[src/rtl/core/tws_pkg.sv]
// Package for the TFTP write sender: item, result and configuration types,
// event, opcode and status codes, register indexes and default sizes.
// No dependencies.
package tws_pkg;

    localparam int BLOCK_BYTES_DEF = 512;
    localparam int MAX_RETRIES_DEF = 5;

    localparam int DATA_LENGTH_W = 25;
    localparam int MAX_RETRIES_W = 4;
    localparam int CFG_DATA_W    = 25;
    localparam int CFG_INDEX_W   = 1;
    localparam int BLOCK_W       = 16;
    localparam int LEN_W         = 10;
    localparam int TMO_CNT_W     = 5;

    // event kinds
    localparam logic [1:0] FUNC_START   = 2'd0;
    localparam logic [1:0] FUNC_HEADER  = 2'd1;
    localparam logic [1:0] FUNC_TIMEOUT = 2'd2;

    // transmitted opcodes
    localparam logic [1:0] OP_WRQ  = 2'd2;
    localparam logic [1:0] OP_DATA = 2'd3;

    // received opcodes
    localparam logic [15:0] RX_OP_ACK   = 16'd4;
    localparam logic [15:0] RX_OP_ERROR = 16'd5;

    // transfer status
    localparam logic [2:0] ST_RUN     = 3'd0;
    localparam logic [2:0] ST_OK      = 3'd1;
    localparam logic [2:0] ST_EMPTY   = 3'd2;
    localparam logic [2:0] ST_TIMEOUT = 3'd3;
    localparam logic [2:0] ST_REMOTE  = 3'd4;

    // configuration register indexes
    localparam logic [CFG_INDEX_W-1:0] REG_DATA_LENGTH = 1'd0;
    localparam logic [CFG_INDEX_W-1:0] REG_MAX_RETRIES = 1'd1;

    typedef struct packed {
        logic [1:0]  func;
        logic [15:0] rx_opcode;
        logic [15:0] rx_block;
    } tws_in_t;

    typedef struct packed {
        logic                     send;
        logic [1:0]               tx_opcode;
        logic [BLOCK_W-1:0]       tx_block;
        logic [DATA_LENGTH_W-1:0] data_offset;
        logic [LEN_W-1:0]         data_len;
        logic                     done_res;
        logic [2:0]               status;
    } tws_out_t;

    typedef struct packed {
        logic [DATA_LENGTH_W-1:0] data_length;
        logic [MAX_RETRIES_W-1:0] max_retries;
    } tws_cfg_t;

endpackage

[src/rtl/core/tws_pipe_reg.sv]
// One valid/ready pipeline register for a packed payload type.
// Depends on nothing; the payload type comes in as a parameter.
module tws_pipe_reg #(
    parameter type data_t = logic
) (
    input  logic  aclk,
    input  logic  aresetn,
    input  logic  in_valid,
    output logic  in_ready,
    input  data_t in_data,
    output logic  out_valid,
    input  logic  out_ready,
    output data_t out_data
);

    logic  valid_reg;
    logic  valid_next;
    data_t data_reg;

    // take a new item whenever the held one leaves or none is held
    assign in_ready   = !valid_reg || out_ready;
    assign valid_next = in_ready ? in_valid : valid_reg;

    always_ff @(posedge aclk) begin
        if (!aresetn) begin
            valid_reg <= 1'b0;
        end else begin
            valid_reg <= valid_next;
        end
    end

    always_ff @(posedge aclk) begin
        if (in_ready && in_valid) begin
            data_reg <= in_data;
        end
    end

    assign out_valid = valid_reg;
    assign out_data  = data_reg;

endmodule

[src/rtl/core/tws_engine.sv]
// Transfer state and one-pass decision logic of the TFTP write sender.
// Depends on tws_pkg.
module tws_engine #(
    parameter int BlockBytes = tws_pkg::BLOCK_BYTES_DEF
) (
    input  logic              aclk,
    input  logic              aresetn,
    input  logic              fire,
    input  tws_pkg::tws_in_t  item,
    input  tws_pkg::tws_cfg_t cfg,
    output tws_pkg::tws_out_t result
);
    import tws_pkg::*;

    localparam int OFS_W = BLOCK_W + $clog2(BlockBytes);
    localparam int CMP_W = (OFS_W > DATA_LENGTH_W) ? OFS_W : DATA_LENGTH_W;

    logic [BLOCK_W-1:0]       exp_blk_reg,    exp_blk_next;
    logic [TMO_CNT_W-1:0]     tmo_cnt_reg,    tmo_cnt_next;
    logic                     finished_reg,   finished_next;
    logic [2:0]               fin_status_reg, fin_status_next;
    logic [1:0]               last_op_reg,    last_op_next;
    logic [BLOCK_W-1:0]       last_blk_reg,   last_blk_next;
    logic [LEN_W-1:0]         last_len_reg,   last_len_next;
    logic [DATA_LENGTH_W-1:0] last_ofs_reg,   last_ofs_next;

    logic [CMP_W-1:0] ofs;
    logic [CMP_W-1:0] dlen_ext;
    logic [CMP_W-1:0] remain;
    logic [CMP_W-1:0] blk_len;
    logic             emit;

    // byte offset of the block after the acked one, and what is left of the data
    assign ofs      = CMP_W'(item.rx_block) * CMP_W'(BlockBytes);
    assign dlen_ext = CMP_W'(cfg.data_length);
    assign remain   = dlen_ext - ofs;
    assign blk_len  = (remain > CMP_W'(BlockBytes)) ? CMP_W'(BlockBytes) : remain;

    always_comb begin
        exp_blk_next    = exp_blk_reg;
        tmo_cnt_next    = tmo_cnt_reg;
        finished_next   = finished_reg;
        fin_status_next = fin_status_reg;
        last_op_next    = last_op_reg;
        last_blk_next   = last_blk_reg;
        last_len_next   = last_len_reg;
        last_ofs_next   = last_ofs_reg;
        emit            = 1'b0;

        case (item.func)
            FUNC_START: begin
                exp_blk_next    = '0;
                tmo_cnt_next    = '0;
                last_op_next    = OP_WRQ;
                last_blk_next   = '0;
                last_len_next   = '0;
                last_ofs_next   = '0;
                if (cfg.data_length == '0) begin
                    finished_next   = 1'b1;
                    fin_status_next = ST_EMPTY;
                end else begin
                    finished_next   = 1'b0;
                    fin_status_next = ST_RUN;
                    emit            = 1'b1;
                end
            end
            FUNC_HEADER: begin
                if (!finished_reg) begin
                    tmo_cnt_next = '0;
                    if (item.rx_opcode == RX_OP_ERROR) begin
                        finished_next   = 1'b1;
                        fin_status_next = ST_REMOTE;
                    end else if (item.rx_block == exp_blk_reg) begin
                        exp_blk_next = exp_blk_reg + BLOCK_W'(1);
                        if (item.rx_opcode == RX_OP_ACK) begin
                            if (ofs > dlen_ext) begin
                                finished_next   = 1'b1;
                                fin_status_next = ST_OK;
                            end else begin
                                last_op_next  = OP_DATA;
                                last_blk_next = item.rx_block + BLOCK_W'(1);
                                last_len_next = blk_len[LEN_W-1:0];
                                last_ofs_next = ofs[DATA_LENGTH_W-1:0];
                                emit          = 1'b1;
                            end
                        end else begin
                            emit = 1'b1;
                        end
                    end
                end
            end
            FUNC_TIMEOUT: begin
                if (!finished_reg) begin
                    tmo_cnt_next = tmo_cnt_reg + TMO_CNT_W'(1);
                    if (tmo_cnt_next > TMO_CNT_W'(cfg.max_retries)) begin
                        finished_next   = 1'b1;
                        fin_status_next = ST_TIMEOUT;
                    end else begin
                        emit = 1'b1;
                    end
                end
            end
            default: begin
            end
        endcase
    end

    always_comb begin
        result = '0;
        if (emit) begin
            result.send      = 1'b1;
            result.tx_opcode = last_op_next;
            if (last_op_next == OP_DATA) begin
                result.tx_block    = last_blk_next;
                result.data_offset = last_ofs_next;
                result.data_len    = last_len_next;
            end
        end
        result.done_res = finished_next;
        result.status   = fin_status_next;
    end

    always_ff @(posedge aclk) begin
        if (!aresetn) begin
            exp_blk_reg    <= '0;
            tmo_cnt_reg    <= '0;
            finished_reg   <= 1'b1;
            fin_status_reg <= ST_RUN;
            last_op_reg    <= OP_WRQ;
            last_blk_reg   <= '0;
            last_len_reg   <= '0;
            last_ofs_reg   <= '0;
        end else if (fire) begin
            exp_blk_reg    <= exp_blk_next;
            tmo_cnt_reg    <= tmo_cnt_next;
            finished_reg   <= finished_next;
            fin_status_reg <= fin_status_next;
            last_op_reg    <= last_op_next;
            last_blk_reg   <= last_blk_next;
            last_len_reg   <= last_len_next;
            last_ofs_reg   <= last_ofs_next;
        end
    end

endmodule

[src/rtl/core/tftp_write_sender.sv]
// Top level of the TFTP write sender: configuration registers, input and
// result registers around the decision engine.
// Depends on tws_pkg, tws_pipe_reg and tws_engine.
//
//   port group   direction  handshake          payload
//   s_*          in         s_valid / s_ready  s_data  (tws_in_t event item)
//   m_*          out        m_valid / m_ready  m_data  (tws_out_t result item)
//   cfg_*        in         cfg_wr_en only     cfg_index, cfg_wdata
//
// One result item per event item; a new item is taken every cycle while m_ready
// is high. The input register takes the item, and the engine then decides in
// one pass and loads the result register, which drives m_valid.
// Reset (aresetn low, synchronous) empties both registers and leaves the
// engine idle and finished with status running until the first start event.
// A stalled m_ready holds the result register; the input register then holds
// one more item, and s_ready drops only when both are full.
module tftp_write_sender #(
    parameter int BlockBytes = tws_pkg::BLOCK_BYTES_DEF
) (
    input  logic                              aclk,
    input  logic                              aresetn,
    input  logic                              s_valid,
    output logic                              s_ready,
    input  tws_pkg::tws_in_t                  s_data,
    output logic                              m_valid,
    input  logic                              m_ready,
    output tws_pkg::tws_out_t                 m_data,
    input  logic                              cfg_wr_en,
    input  logic [tws_pkg::CFG_INDEX_W-1:0]   cfg_index,
    input  logic [tws_pkg::CFG_DATA_W-1:0]    cfg_wdata
);
    import tws_pkg::*;

    tws_cfg_t cfg_reg;
    tws_in_t  item;
    tws_out_t result;
    logic     item_valid;
    logic     res_ready;

    // configuration writes take effect at once
    always_ff @(posedge aclk) begin
        if (!aresetn) begin
            cfg_reg.data_length <= '0;
            cfg_reg.max_retries <= MAX_RETRIES_W'(MAX_RETRIES_DEF);
        end else if (cfg_wr_en) begin
            case (cfg_index)
                REG_DATA_LENGTH: cfg_reg.data_length <= cfg_wdata[DATA_LENGTH_W-1:0];
                REG_MAX_RETRIES: cfg_reg.max_retries <= cfg_wdata[MAX_RETRIES_W-1:0];
                default: begin
                end
            endcase
        end
    end

    // input register: holds the event while the engine's result waits
    tws_pipe_reg #(
        .data_t (tws_in_t)
    ) u_in_reg (
        .aclk      (aclk),
        .aresetn   (aresetn),
        .in_valid  (s_valid),
        .in_ready  (s_ready),
        .in_data   (s_data),
        .out_valid (item_valid),
        .out_ready (res_ready),
        .out_data  (item)
    );

    // engine updates its state only when its result enters the result register
    tws_engine #(
        .BlockBytes (BlockBytes)
    ) u_engine (
        .aclk    (aclk),
        .aresetn (aresetn),
        .fire    (item_valid && res_ready),
        .item    (item),
        .cfg     (cfg_reg),
        .result  (result)
    );

    // result register: parts the engine from the downstream stall
    tws_pipe_reg #(
        .data_t (tws_out_t)
    ) u_out_reg (
        .aclk      (aclk),
        .aresetn   (aresetn),
        .in_valid  (item_valid),
        .in_ready  (res_ready),
        .in_data   (result),
        .out_valid (m_valid),
        .out_ready (m_ready),
        .out_data  (m_data)
    );

endmodule

[config.mk]
export PLATFORM = sky130hd
export DESIGN_NAME = tftp_write_sender
export DESIGN_NICKNAME = d
export VERILOG_FILES = /design/src/rtl/core/tws_pkg.sv /design/src/rtl/core/tws_pipe_reg.sv /design/src/rtl/core/tws_engine.sv /design/src/rtl/core/tftp_write_sender.sv
export SDC_FILE = /design/constraint.sdc
export NUM_CORES = 1
export LEC_CHECK = 0
export ABC_CLOCK_PERIOD_IN_PS = 4800
export BUFFER_PORTS_ARGS = -buffer_cell sky130_fd_sc_hd__buf_4
export CELL_PAD_IN_SITES_DETAIL_PLACEMENT = 0
export CELL_PAD_IN_SITES_GLOBAL_PLACEMENT = 1
export CORE_AREA = 2 2 163 165
export DETAILED_ROUTE_END_ITERATION = 6
export DIE_AREA = 0 0 165 167
export GPL_ROUTABILITY_DRIVEN = 0
export PLACE_DENSITY = 0.78
export SYNTH_ARGS = -nofsm -noshare
export SYNTH_HDL_FRONTEND = slang
export SYNTH_SLANG_ARGS = --single-unit
[constraint.sdc]
create_clock -name aclk -period 4.8 [get_ports aclk]
set_clock_uncertainty 0.2 [all_clocks]
set_input_delay 0.24 -clock aclk [delete_from_list [all_inputs] [get_ports aclk]]
set_output_delay 0.24 -clock aclk [all_outputs]
set_load 0.02 [all_outputs]
======== After elaboration in Yosys (flattened, before gate mapping) ========
Index checks and enable logic that the tools add are counted.
word-level totals
  flip-flop bits (word level) ............. 201
  input bits .............................. 65
  output and inout port bits .............. 60
cells by class
  $add $sub $neg .......................... 4
  $lt $le $gt $ge ......................... 3
  equal/unequal tests ..................... 10
  mux-type cells .......................... 61
  bitwise operators ....................... 1
  reductions and logical operators ........ 15
operator list
  kind                                                             count
  2-to-1 mux 16 bit                                                8
  2-to-1 mux 25 bit                                                5
  case mux 16 bit (2 select lines)                                 2
  2-to-1 mux 10 bit                                                6
  2-to-1 mux 54 bit                                                1
  2-to-1 mux 51 bit                                                1
  case mux 25 bit (2 select lines)                                 1
  adder 16 x 1 -> 16 bit, second input constant                    2
  equality test 16 x 3 -> 1 bit, second input constant             2
  greater-than comparator 25 x 10 -> 1 bit, second input constant  1
  greater-than comparator 25 bit                                   1
  zero test 25 bit                                                 1
  subtractor 25 bit                                                1
  2-to-1 mux 3 bit                                                 7
  case mux 10 bit (2 select lines)                                 1
  equality test 16 bit                                             1
  2-to-1 mux 1 bit                                                 16
  case mux 5 bit (3 select lines)                                  1
  2-to-1 mux 2 bit                                                 6
  2-to-1 mux 5 bit                                                 2
  case mux 3 bit (3 select lines)                                  1
  != test 2 bit, second input constant                             3
  case mux 1 bit (3 select lines)                                  2
  AND reduction 2 bit                                              3
  other kinds (15)                                                 19

======== Longest topological paths before layout ========
Gate-level depths: netlist of the first run.
  word-level depth ........................ 11
  gate-level depth with buffers ........... 13
  gate-level depth less buffers ........... 11

======== By module ========
From an unflattened synthesis of the first run, not the netlist that was laid out.
second synthesis, totals
  cell total of the unflattened synthesis .. 977
  area, all modules ....................... 9728.1 sq um
modules (own cells, without submodules)
  module                     instances  cells each  area an instance (sq um)
  tws_engine                 1          748         5657.9
  tws_pipe_reg at u_out_reg  1          63          1799.2
  tftp_write_sender          1          127         1192.4
  tws_pipe_reg at u_in_reg   1          39          1078.5

======== Worst setup path after synthesis of the first run ========
No wires, ideal clock.
  kind .................................... reg2reg
  start ................................... reg u_out_reg.valid_reg (netlist: u_out_reg.out_valid)
  end ..................................... reg u_engine.last_op_reg[1]
  arrival time ............................ 3.466 ns
  data required time ...................... 4.527 ns
  path slack .............................. 1.061 ns
  cell stages (with the launch flop) ...... 9
  clock period less this slack ............ 3.739 ns
  cell sequence ........................... dfxtp_1 -> nor2b_1 -> nand2b_1 -> clkbuf_1 -> inv_1 -> clkbuf_1 -> clkbuf_1 -> o21ai_0 -> nand3b_1
on the way
  cells in the longest elaborated chain, start to end .. 3
RTL lines
  item                      line                     RTL
  start: declaration        tws_pipe_reg.sv:16       logic valid_reg;
  start signal: assignment  tws_pipe_reg.sv:28       valid_reg <= valid_next;
  zero test 1 bit           tws_pipe_reg.sv:21       assign in_ready = !valid_reg || out_ready;
  logical OR 1 bit          tws_pipe_reg.sv:21
  logical AND 1 bit         tftp_write_sender.sv:75  .fire (item_valid && res_ready),
  via u_engine.fire         tws_engine.sv:8          input logic fire,
  end signal: assignment    tws_engine.sv:138        last_op_reg <= last_op_next;
  end: declaration          tws_engine.sv:22         logic [1:0] last_op_reg, last_op_next;
The timed path passes the listed nets, and every way through them passes these cells.
A chain may end at the register's enable or synchronous reset.

======== Worst setup path after layout of the first run ========
  start ................................... reg u_in_reg.data_reg (netlist bit u_in_reg.out_data[0])
  end ..................................... reg u_out_reg.data_reg (netlist bit u_out_reg.out_data[9]) (data pin)
on the way
  cells in the longest elaborated chain, start to end .. 9
RTL lines
  item                                                                          line                                 RTL
  start: declaration                                                            tws_pipe_reg.sv:18                   data_t data_reg;
  start signal: assignment                                                      tws_pipe_reg.sv:34                   data_reg <= in_data;
  subtractor 25 bit or greater-than comparator 25 bit (tied branches)           tws_engine.sv:36, tws_engine.sv:76
  greater-than comparator 25 x 10 -> 1 bit or 2-to-1 mux 2 bit (tied branches)  tws_engine.sv:37, tws_engine.sv:76
  2-to-1 mux 10 bit or 2-to-1 mux 2 bit (tied branches)                         tws_engine.sv:37, tws_engine.sv:75
  2-to-1 mux 10 bit or 2-to-1 mux 2 bit (tied branches)                         tws_engine.sv:76, tws_engine.sv:73
  2-to-1 mux 10 bit or 2-to-1 mux 2 bit (tied branches)                         tws_engine.sv:75, tws_engine.sv:70
  2-to-1 mux 10 bit or 2-to-1 mux 2 bit (tied branches)                         tws_engine.sv:73, tws_engine.sv:68
  2-to-1 mux 10 bit or case mux 2 bit (2 select lines) (tied branches)          tws_engine.sv:70, tws_engine.sv:50
  2-to-1 mux 10 bit or equality test 2 bit (tied branches)                      tws_engine.sv:68, tws_engine.sv:113
  case mux 10 bit (2 select lines) or AND reduction 2 bit (tied branches)       --
  end signal: assignment                                                        tws_pipe_reg.sv:34
  end: declaration                                                              tws_pipe_reg.sv:18
Several ways; a longest one is shown, not always the timed one.

==> qor.csv, run 1 <==
stage,metric,value,unit
layout,Multi-input gate area,4360,µm²
power,cell area power density,329,nW/µm²
layout,post-layout util,48.1,%
power,combinational power share,11.0,%
global_route,initial antenna violation count,0,
placement,Placement Setup Slack,0.815,ns
layout,Finished Cell Area,12400,µm²
floorplan,Top-Level Pins,125,
layout,Largest register FFs,58,
placement,DP Area,10900,µm²
power,switching power total,0.000999,W
global_route,first-pass GRT wire length,41600,µm
worst_setup_path,"Data required, critical path",4.94,ns
clock_tree,clk slew on worst S/H paths,0.06,ns
timing,crit share post-route,84.4,%
logic_synthesis,top-area cell type share of the netlist area,28.4,%
timing,Worst slew margin,30.0,%
worst_setup_path,Worst setup SP type,register,
timing,final hold vios,0,
logic_synthesis,commonest cells in the netlist,"131 x nand2_1, 109 x dfxtp_1, 92 x edfxtp_1",
worst_setup_path,Critical Path AT,4.19,ns
worst_setup_path,Worst Reg-to-Reg Cells,12,
clock_tree,Clock Latency Late Sink,0.51,ns
clock_tree,Root Driver,clkbuf_16,
power,Sw Ratio,24.5,%
detailed_routing,final wirelength,26800,µm
power,sequential share of power,46.5,%
power,Pleak,4.65,nW
worst_hold_path,Min-Delay Startpoint,u_engine.last_ofs_reg[5],
timing,final setup margin,0.748,ns
global_route,pin count of the biggest net entering global routing,47,
logic_synthesis,Ys Warns,0,
worst_setup_path,worst r2r src,u_in_reg.out_data[0],
clock_tree,TritonCTS buffer count,23,
global_route,vias in the first global route,7751,
power,clock share of power,42.5,%
power,Power Total,0.00408,W
detailed_routing,drt first-iter violations,547,
detailed_routing,drt wl/cell,17.6,µm
layout,Layout Nets,1263,
floorplan,Die ar.,27600,µm²
worst_setup_path,WS Path Type,register to register,
layout,FF/Latch Area,4940,µm²
logic_synthesis,Synth async-reset ratio,0,%
worst_hold_path,Worst Hold Class,register to register,
clock_tree,# clock sinks,201,
outcome,status,"complete, no violations",
floorplan,Initial Util,37.7,%
logic_synthesis,"top cells by area, synth","edfxtp_1 28%, dfxtp_1 22%, nand2_1 5.1%",
logic_synthesis,dominant synthesized flop cell,dfxtp_1,
layout,number of antenna repair diodes,0,
worst_hold_path,Cells on Worst Hold Path,1,
clock_tree,Clock Tree Buf Depth,3,
detailed_routing,Routed Antenna Nets,0,
logic_synthesis,Cell variety after synth,79,
logic_synthesis,Syn Inst Count,992,
logic_synthesis,Synth Net Count,1085,
floorplan,Die Ht,167,µm
layout,Syn-to-layout area delta,27.5,%
timing,fin. max-slew vios,0,
global_route,gr usage total,19.1,%
power,internal power,0.00308,W
placement,number of port buffers,124,
worst_setup_path,worst-path fanout max,21,
logic_synthesis,Yosys reg bits,201,
logic_synthesis,"Avg Cell Area, Syn",9.79,µm²
timing,Worst Max-Slew Pin Slew,1.04,ns
logic_synthesis,post-synthesis sequential area ratio,50.9,%
job,Max Cap Viol,0,
timing,Period minus WS final,4.05,ns
logic_synthesis,"EDFF count, synth",92,
floorplan,chip width,165,µm
power,VDD IR max,0.317,mV
timing,RSZ-0062 raised after global routing,no,
logic_synthesis,mapped cell area,9710,µm²
timing,fmax,247,MHz
detailed_routing,Pre-antenna DRT Iters,6,
global_route,GRT Residual Overflow,0,
logic_synthesis,"area leader, netlist",edfxtp_1,
timing,Sum Neg Setup Slack,0,ns
floorplan,core area,25800,µm²
clock_tree,CTS H-tree lvls,1,
detailed_routing,DRC,0,
floorplan,# rows,59,
clock_tree,TritonCTS clock tree,built,
placement,hpwl dp,18400,µm
detailed_routing,DR vias/cell,5.34,
clock_tree,Post-CTS Hold Buffers,71,
worst_setup_path,Critical Path Source,u_in_reg.out_data[0],
timing,Setup Viol. Count Final,0,
clock_tree,Post-CTS Setup Bufs,0,
clock_tree,CTS resizes,0,
layout,Fill cells,2390,
detailed_routing,via count,8121,
layout,share of layout cells above drive strength 1,18.2,%
logic_synthesis,"count leader, synth",nand2_1,
worst_setup_path,crit end category,register,
[through the flow]
stage | hold slack, ns | instances
floorplan | 0.139 | 992
global placement | 0.219 | 1409
detailed placement | 0.219 | 1409
CTS | 0.236 | 1522
global route | 0.239 | 1522
finish | 0.251 | 1522
[layout by cell type, fill, tap and decap left out, types with 5 or more instances in the layout]
cell and instances:
nand3_1 47, a31oi_1 19, a211oi_1 9, o21ai_0 24
ha_1 27, and2_1 21, mux2_2 8, a22o_1 25
o22ai_1 8, xnor2_1 21, edfxtp_1 92, o2bb2ai_1 10
clkbuf_16 23, nand2_1 131, a32oi_1 5, a21oi_1 83
nor2b_1 6, nor2_1 66, nor3_1 14, a21o_1 7
xor2_1 29, or3_1 6, nor4_1 14, buf_4 140
dlygate4sd3_1 71, and3_1 18, inv_1 32, nand2b_1 12
clkinv_2 5, o21a_1 8, dfxtp_1 109, nand4_1 10
[logic make-up after synthesis]
kind of cell | share of synthesized area [%]
simple gates | 19.0
compound gates | 16.6
flops | 50.9
buf+inv | 4.17
xor+xnor | 4.51
fa+ha+maj | 3.68
mux | 1.13
[worst max-delay path, stage by stage, from the launching register on]
cell	delay [ns]
edfxtp_1	0.55
ha_1	0.29
fa_1	0.40
nand2b_1	0.19
a211oi_2	0.32
o21ai_1	0.19
a21oi_2	0.40
o211ai_2	0.29
buf_4	0.31
a221oi_2	0.24
buf_4	0.27
nand2_1	0.08
o22ai_1	0.15
[final timing paths]
kind,to,slack [ns]
setup / recovery,u_out_reg.out_data[9],0.75
setup reg to reg,u_out_reg.out_data[9],0.75
hold reg to reg,u_engine.last_ofs_reg[5],0.25
hold / removal,u_engine.last_ofs_reg[5],0.25
[routing by layer]
metal | track usage, % | share of wire [%] | vias up
li1 | - | - | 3958
met1 | 26.1 | 44 | 3829
met2 | 30.1 | 46 | 278
met3 | 2.96 | 5.8 | 56
met4 | 7.71 | 4.4 | 0
met5 | 0 | 0 | -
[area by class of cell]
type | instances | area share [%]
Sequential cell | 201 | 39.9
Multi-Input combinational cell | 699 | 35.2
Timing Repair Buffer | 212 | 14.4
Clock buffer | 29 | 5.07
Tap cell | 335 | 3.38
Clock inverter | 13 | 1.04
Inverter | 33 | 1.00
[power by group through the flow]
stage / registers, W / clock network, W / logic (W)
global placement: 0.00193 / 0 / 0.000395
global route: 0.00190 / 0.00184 / 0.000487
CTS: 0.00190 / 0.00177 / 0.000444
floorplan: 0.00194 / 0 / 0.000223
detailed placement: 0.00193 / 0 / 0.000396
finish: 0.00190 / 0.00174 / 0.000449
Note: power is estimated with default switching activity, not from simulation.
==> run 2: changes to the inputs <==
ABC_CLOCK_PERIOD_IN_PS = 4000   (was 4800)
clock period = 4 ns   (was 4.8 ns; I/O delays follow)
==> run 2 against run 1 <==
Core utilization is 0.52 points higher. Clock power is 26% higher. Count of clock-buffer cells in the layout is 1 lower. Critical path depth is 2 lower. Worst hold slack worse by 0.21 ns. Critical path type unchanged. Largest power group unchanged.
==> qor.csv, run 2 (synthesis gave the netlist of run 1 again) <==
stage,metric,value,unit
outcome,status,"complete, no violations",
placement,Inst Count DP,1422,
clock_tree,TritonCTS buffer count,23,
timing,Setup Viol. Count Final,0,
layout,Syn-to-layout area delta,28.9,%
clock_tree,# clock sinks,201,
worst_setup_path,Critical R2R Capture,u_engine.last_ofs_reg[18],
detailed_routing,Pre-antenna DRT Iters,7,
timing,Worst slew margin,42.1,%
clock_tree,TritonCTS clock tree,built,
worst_setup_path,worst r2r src,u_in_reg.out_data[1],
floorplan,chip width,165,µm
timing,final hold vios,0,
worst_setup_path,"Data required, critical path",4.26,ns
global_route,vias in the first global route,7586,
layout,most frequent cells in the layout,"153 x buf_4, 131 x nand2_1, 109 x dfxtp_1",
worst_setup_path,Worst Reg-to-Reg Cells,10,
placement,hpwl dp,18500,µm
global_route,GRT Residual Overflow,0,
timing,Worst Max-Slew Pin Slew,0.868,ns
placement,DP Area,11000,µm²
detailed_routing,DR vias/cell,5.31,
layout,Largest register FFs,58,
worst_setup_path,Critical Path AT,3.89,ns
worst_setup_path,crit end category,register,
clock_tree,Root Driver,clkbuf_16,
worst_setup_path,"Cell Chain, Critical Path",fa_1 -> nand2b_1 -> a211oi_2 -> o21ai_1 -> a21oi_2 -> buf_4 -> o211a_1 -> nand2_1 -> nor2_4 -> a22o_1,
floorplan,Initial Util,37.7,%
clock_tree,clk slew on worst S/H paths,0.06,ns
detailed_routing,drt wl/cell,17.4,µm
floorplan,Die Ht,167,µm
detailed_routing,final wirelength,26600,µm
clock_tree,Clock Tree Buf Depth,3,
detailed_routing,DRC,0,
timing,Period minus WS final,3.63,ns
floorplan,core area,25800,µm²
worst_hold_path,Worst Hold Class,primary input to register,
detailed_routing,Routed Antenna Nets,0,
floorplan,Top-Level Pins,125,
detailed_routing,via count,8151,
global_route,initial antenna violation count,0,
worst_hold_path,Hold Path End,cfg_reg[8],
floorplan,# rows,59,
clock_tree,Clock Latency Late Sink,0.52,ns
worst_setup_path,Worst setup SP type,register,
worst_setup_path,R2R Setup Slk,0.37,ns
layout,Finished Cell Area,12500,µm²
placement,Placement Setup Slack,0.431,ns
job,Max Cap Viol,0,
timing,RSZ-0062 raised after global routing,no,
layout,share of layout cells above drive strength 1,19.2,%
clock_tree,CTS H-tree lvls,1,
global_route,gr usage total,19.1,%
worst_setup_path,worst stage delay on the critical path,0.57,ns
layout,Layout Nets,1276,
worst_hold_path,Cells on Worst Hold Path,5,
clock_tree,Post-CTS Setup Bufs,0,
worst_setup_path,"Max stage delay cell, worst path",edfxtp_1,
timing,Sum Neg Setup Slack,0,ns
worst_hold_path,Min-Delay Startpoint,cfg_index,
power,Pleak,4.74,nW
worst_setup_path,worst-path fanout max,17,
power,cell area power density,400,nW/µm²
worst_setup_path,WS Path Type,register to register,
floorplan,Die ar.,27600,µm²
power,VDD IR max,0.318,mV
timing,fmax,275,MHz
placement,number of port buffers,124,
timing,crit share post-route,90.8,%
global_route,pin count of the biggest net entering global routing,44,
layout,number of antenna repair diodes,0,
layout,Finished Layout Cells,1535,
timing,fin. max-slew vios,0,
layout,"most common cell after layout, fill and taps aside",buf_4,
global_route,first-pass GRT wire length,41500,µm
timing,final setup margin,0.367,ns
detailed_routing,drt first-iter violations,606,
[run 2: timing repair]
action,CTS,global route
gates resized for setup,0,0
hold buffers,71,0
endpoints found under the hold margin,70,0
[run 2: how the worst max path moves through the flow]
stage                                     from                        end  cells past startpoint
final                     u_in_reg.out_data[1]  u_engine.last_ofs_reg[18]                     10
after global placement    u_in_reg.out_data[1]      u_out_reg.out_data[6]                     10
after global routing               cfg_reg[13]  u_engine.last_ofs_reg[22]                     12
after detailed placement  u_in_reg.out_data[1]  u_engine.last_ofs_reg[22]                     10
after CTS                 u_in_reg.out_data[1]  u_engine.last_ofs_reg[18]                     10
after floorplan            u_out_reg.out_valid    u_engine.last_op_reg[1]                      8
[run 2: power by group]
part | leakage (nW) | switching [W] | internal (W)
combinational | 2.62 | 0.000316 | 0.000242
clock | 0.388 | 0.000860 | 0.00133
sequential | 1.73 | 0.0000485 | 0.00222
[run 2: through the flow]
step / total power [W] / hold slack, ns / util, %
3_5_place_dp: 0.00281 / 0.179 / 42.8
5_1_grt: 0.00519 / 0.0633 / 48.6
4_1_cts: 0.00505 / 0.0250 / 48.6
3_3_place_gp: 0.00280 / 0.179 / 42.8
2_1_floorplan: 0.00260 / 0.0989 / -
6_report: 0.00501 / 0.0399 / 48.6
[run 2: final cells by class]
class                   instances  area, µm²
clock buffers                  28        634
clock inverters                14        159
fillers                      2355      13200
inverters                      33        124
multi-input cells             699       4360
flip-flops and latches        201       4940
well taps                     335        419
repair buffers                225       1880
[run 2: per-layer routing]
metal  vias to the layer above  GRT usage (%)  part of all wire (%)
met2                       239           30.7                    47
met1                      3893           26.4                    45
li1                       3974              -                     -
met3                        45           2.89                   4.7
met5                         -              0                     0
met4                         0           5.82                   3.1
[run 2: critical path: cells and delay by family, from the launching register on]
kind                     cells  cell delay (ns)
AO/OA/AOI/OAI                5             1.31
buffers and inverters        1             0.19
AND/OR/NAND/NOR              3             0.82
adder cells (fa/ha/maj)      1             0.49
flip-flops                   1             0.57
